[config.mk]
export PLATFORM = sky130hd
export DESIGN_NAME = sawh_rem_unit
export DESIGN_NICKNAME = d
export VERILOG_FILES = /design/src/rtl/sawh_pkg.sv /design/src/rtl/sawh_rem_unit.sv
export SDC_FILE = /design/constraint.sdc
export NUM_CORES = 1
export LEC_CHECK = 0
export BUFFER_PORTS_ARGS = -buffer_cell sky130_fd_sc_hd__buf_2
export CORE_AREA = 2 2 39 41
export CTS_BUF_LIST = sky130_fd_sc_hd__clkbuf_8
export DETAILED_ROUTE_END_ITERATION = 10
export DIE_AREA = 0 0 41 43
export PLACE_DENSITY = 0.71
export REMOVE_ABC_BUFFERS = 1
export SYNTH_ARGS = -nofsm -noshare
export SYNTH_HDL_FRONTEND = slang
export SYNTH_SLANG_ARGS = --single-unit
[constraint.sdc]
create_clock -name clock -period 1.2 [get_ports clock]
set_clock_uncertainty 0.05 [all_clocks]
set_input_delay 0 -clock clock [delete_from_list [all_inputs] [get_ports clock]]
set_output_delay 0 -clock clock [all_outputs]
set_load 0.03 [all_outputs]
[src/rtl/sawh_pkg.sv]
package sawh_pkg;

   // Request kinds carried on req_tuser.
   localparam logic [1:0] FUNC_ALLOC  = 2'd0;
   localparam logic [1:0] FUNC_EXTEND = 2'd1;
   localparam logic [1:0] FUNC_FREE   = 2'd2;
   localparam logic [1:0] FUNC_CLEAR  = 2'd3;

   // Result codes carried on rsp_tuser.
   localparam logic [2:0] ST_OK        = 3'd0;
   localparam logic [2:0] ST_NO_ROOM   = 3'd1;
   localparam logic [2:0] ST_ZERO_SIZE = 3'd2;
   localparam logic [2:0] ST_NOT_TOP   = 3'd3;
   localparam logic [2:0] ST_SHRINK    = 3'd4;
   localparam logic [2:0] ST_FULL      = 3'd5;

   // Configuration register indexes.
   localparam logic REG_BASE  = 1'b0;
   localparam logic REG_TOTAL = 1'b1;

   localparam int WORD_W = 32;
   localparam int HDR_W  = 2 * WORD_W;

   // Absolute top address (base plus offset) before rounding.
   localparam int ABS_W = WORD_W + 1;

endpackage

[src/rtl/sawh_rem_unit.sv]
module sawh_rem_unit import sawh_pkg::*; #(
   parameter int DIVISOR = 8
) (
   input  logic                          clock,
   input  logic                          reset,
   input  logic                          start,
   input  logic [ABS_W-1:0]              operand,
   output logic                          done,
   output logic [$clog2(DIVISOR+1):0]    remainder
);

   localparam int RemW = $clog2(DIVISOR + 1) + 1;

   // Widths of the two folding sums. With a divisor of at most 64 every residue
   // is below 64, so 33 residues fit in 12 bits and 12 residues fit in 10 bits.
   localparam int Fold1W = 12;
   localparam int Fold2W = 10;

   logic                 stage1_ff;
   logic                 stage2_ff;
   logic                 done_ff;
   logic [Fold1W-1:0]    fold1_ff;
   logic [Fold2W-1:0]    fold2_ff;
   logic [RemW-1:0]      rem_ff;
   logic [Fold1W-1:0]    fold1;
   logic [Fold2W-1:0]    fold2;
   logic [Fold2W-1:0]    reduced;

   // Residue of 2^bit_pos modulo the divisor, built by doubling so that only
   // constants are ever reduced.
   function automatic int pow2_residue(input int bit_pos);
      int r;
      r = (DIVISOR == 1) ? 0 : 1;
      for (int i = 0; i < bit_pos; i++) begin
         r = r * 2;
         if (r >= DIVISOR) begin
            r = r - DIVISOR;
         end
      end
      return r;
   endfunction

   // First fold: each set operand bit contributes its weight modulo the divisor.
   always_comb begin
      fold1 = '0;
      for (int i = 0; i < ABS_W; i++) begin
         if (operand[i]) begin
            fold1 = fold1 + Fold1W'(pow2_residue(i));
         end
      end
   end

   // Second fold on the much smaller first sum.
   always_comb begin
      fold2 = '0;
      for (int i = 0; i < Fold1W; i++) begin
         if (fold1_ff[i]) begin
            fold2 = fold2 + Fold2W'(pow2_residue(i));
         end
      end
   end

   // The second sum is below sixteen times the divisor, so four conditional
   // subtractions of 8, 4, 2 and 1 times the divisor leave the remainder.
   always_comb begin
      reduced = fold2_ff;
      for (int k = 3; k >= 0; k--) begin
         if (reduced >= Fold2W'(DIVISOR << k)) begin
            reduced = reduced - Fold2W'(DIVISOR << k);
         end
      end
   end

   always_ff @(posedge clock) begin
      if (reset) begin
         stage1_ff <= 1'b0;
         stage2_ff <= 1'b0;
         done_ff   <= 1'b0;
      end else begin
         stage1_ff <= start;
         stage2_ff <= stage1_ff;
         done_ff   <= stage2_ff;
      end
   end

   always_ff @(posedge clock) begin
      if (start) begin
         fold1_ff <= fold1;
      end
      if (stage1_ff) begin
         fold2_ff <= fold2;
      end
      if (stage2_ff) begin
         rem_ff <= RemW'(reduced);
      end
   end

   assign done      = done_ff;
   assign remainder = rem_ff;

endmodule

==> run_results.csv <==
group,metric,value,unit
clocking,h-tree-depth,1,
detailed_routing,wire_per_inst,8.85,um
detailed_routing,ant_nets,0,
clocking,clkLatencyLatePin,0.24,ns
place,place_inst,42,
die,die_w,41,um
layout,area_growth,45.9,%
synthesis,synth_area,368,um2
synthesis,synth.most_common_cell,"edfxtp_1",
global_route,busiest_layer,"met2",
worst_setup_path,critPathBufInv,3,
worst_setup_path,cp-end-kind,"register",
global_route,grt.met3_usage,0.0471,
die,num_rows,14,
detailed_routing,drcViolationCount,0,
place,io_buffers,9,
die,start_util,0.266,
timing,layout_min_cycle_time,1.17,ns
timing,timing.final.ws_setup,0.0268,ns
synthesis,synth_seq_cells,12,
pwr,leakage,0.215,nW
place,gp_routability_congestion,0.568,
worst_setup_path,max_stage_delay,0.54,ns
die,die-area,1760,um2
synthesis,synthTopCellsByArea,"edfxtp_1 (73%), dfxtp_1 (16%), nor2b_1 (5.1%)",
worst_setup_path,cp_slowest_cell,"dlygate4sd3_1",
layout,multi_input_area,26.3,um2
worst_setup_path,cp-start-kind,"primary input",
global_route,grt_pass1_wl,676,um
global_route,grt_overflow,0,
worst_setup_path,setup.worst_path.class,"in -> reg",
layout,nets,73,
timing,setup_viol,0,
global_route,antenna_found_initial,0,
worst_setup_path,crit_chain,"dlygate4sd3_1 > buf_2 > nor2b_1 > dlygate4sd3_1",
clocking,path_clk_slew,0.05,ns
worst_setup_path,worstPathArrival,1.31,ns
timing,hold_viol_final,0,
flow_run,cap_violations,0,
clocking,cts_tree,"yes",
synthesis,synth_area_per_cell,20.4,um2
clocking,clockBufferDepth,2,
timing,fin_tns_setup,0,ns
detailed_routing,drtIter0Drc,3,
die,die_y,43,um
global_route,grt_start_max_net_pins,8,
timing,fin_crit_sh,0.978,
timing,rsz0062_at_grt,"no",
synthesis,ys_top_cells_by_count,"edfxtp_1 (9), dfxtp_1 (3), nor2b_1 (3), buf_4 (2), conb_1 (1)",
die,core_area,1380,um2
worst_setup_path,path_delay_family,"buffers and inverters",
clocking,cts_buffers,3,
global_route,use_met2,0.103,
synthesis,synth_top_area_frac,0.735,
pwr,p_total,0.950,mW
layout,layout.cells.non_filler,52,
synthesis,ys_seq_area_frac,0.898,
hold_path,hold_class,"reg -> reg",
synthesis,synth.largest_area_cell,"edfxtp_1",
layout,seqCellArea,330,um2
detailed_routing,routed_wirelength,460,um
detailed_routing,drtPass1Iterations,2,
clocking,cts_setup_buffers,0,
synthesis,yosys_warnings,0,
synthesis,synth_ff_type,"edfxtp_1",
worst_setup_path,required,1.33,ns
pwr,p_per_area,1770,nW/um2
layout,diodes,0,
die,ios,42,
synthesis,synth-edff-count,9,
place,pre_cts_ws,0.473,ns
global_route,grtUsageMet1,0.0447,
worst_setup_path,crit_path_max_fanout,3,
clocking,cts-root-buf,"clkbuf_8",
clocking,cts_hold_buf,6,
timing,slew_violations,0,
pwr,ir_drop,0.568,mV
synthesis,async_reset_ff_frac,0,
layout,drive_gt1_frac,0.361,
clocking,cts.sinks,12,
run_status,status,"finished clean",
clocking,cts_resized,0,
layout,fillCellCount,135,
synthesis,syn-instance-count,18,
synthesis,synth_cell_types,5,
worst_setup_path,crit_top_cell,"dlygate4sd3_1",
timing,fmax,852,MHz
detailed_routing,vias,192,
global_route,track_usage,0.0686,
detailed_routing,avgViaCountPerCell,3.69,
global_route,first_global_vias,192,
[per-stage QoR]
step,cell area (um2),hold WS [ns],utilization
3_5_place_dp,422,0.128,0.305
6_report,537,0.366,0.388
4_1_cts,537,0.368,0.388
5_1_grt,537,0.370,0.388
2_1_floorplan,357,0.0216,-
3_3_place_gp,422,0.127,0.305
[cell families (layout without fill, tap and decap cells)]
family | Yosys count | count (layout) | synth area share
buffers and inverters | 2 | 19 | 0.0408
DFF | 12 | 12 | 0.898
other | 1 | 2 | 0.0102
and+or+nand+nor | 3 | 3 | 0.0510
[cells in the final DEF, fill, tap and decap left out]
master,netlist,layout
clkbuf_8,0,4
conb_1,1,2
dfxtp_1,3,3
edfxtp_1,9,9
nor2b_1,3,3
buf_2,0,9
dlygate4sd3_1,0,6
[final timing paths]
check	start	to	slack [ns]	depth (start not counted)
worst min register to register	fold2_ff[2]	remainder[2]	0.37	0
worst max-delay path	reset	stage1_ff	0.03	4
worst min-delay path	fold2_ff[2]	remainder[2]	0.37	0
worst max register to register	stage1_ff	fold2_ff[2]	0.46	0
[metal layers]
layer / wire length [um] / vias to the layer above
li1: - / 94
met1: 160 / 87
met2: 257 / 11
met3: 42 / 0
met4: 0 / 0
met5: 0 / -
[registers in the layout (all words and copies together) (netlist names)]
register,count
stage2_ff,1
fold1_ff,3
stage1_ff,1
fold2_ff,3
remainder,3
done,1
[power breakdown]
group | switching [mW] | total (mW) | internal, mW
logic | 0.0200 | 0.0417 | 0.0217
clock network | 0.140 | 0.430 | 0.289
registers | 0.00720 | 0.478 | 0.471
total | 0.168 | 0.950 | 0.782
[final cells by class]
| class | count | area share |
|---|---|---|
| tap | 16 | 0.0373 |
| multi-input combinational | 5 | 0.0490 |
| sequential | 12 | 0.615 |
| clock buffer | 4 | 0.103 |
| timing repair buffer | 15 | 0.196 |
Power figures use the tool's default switching activity.
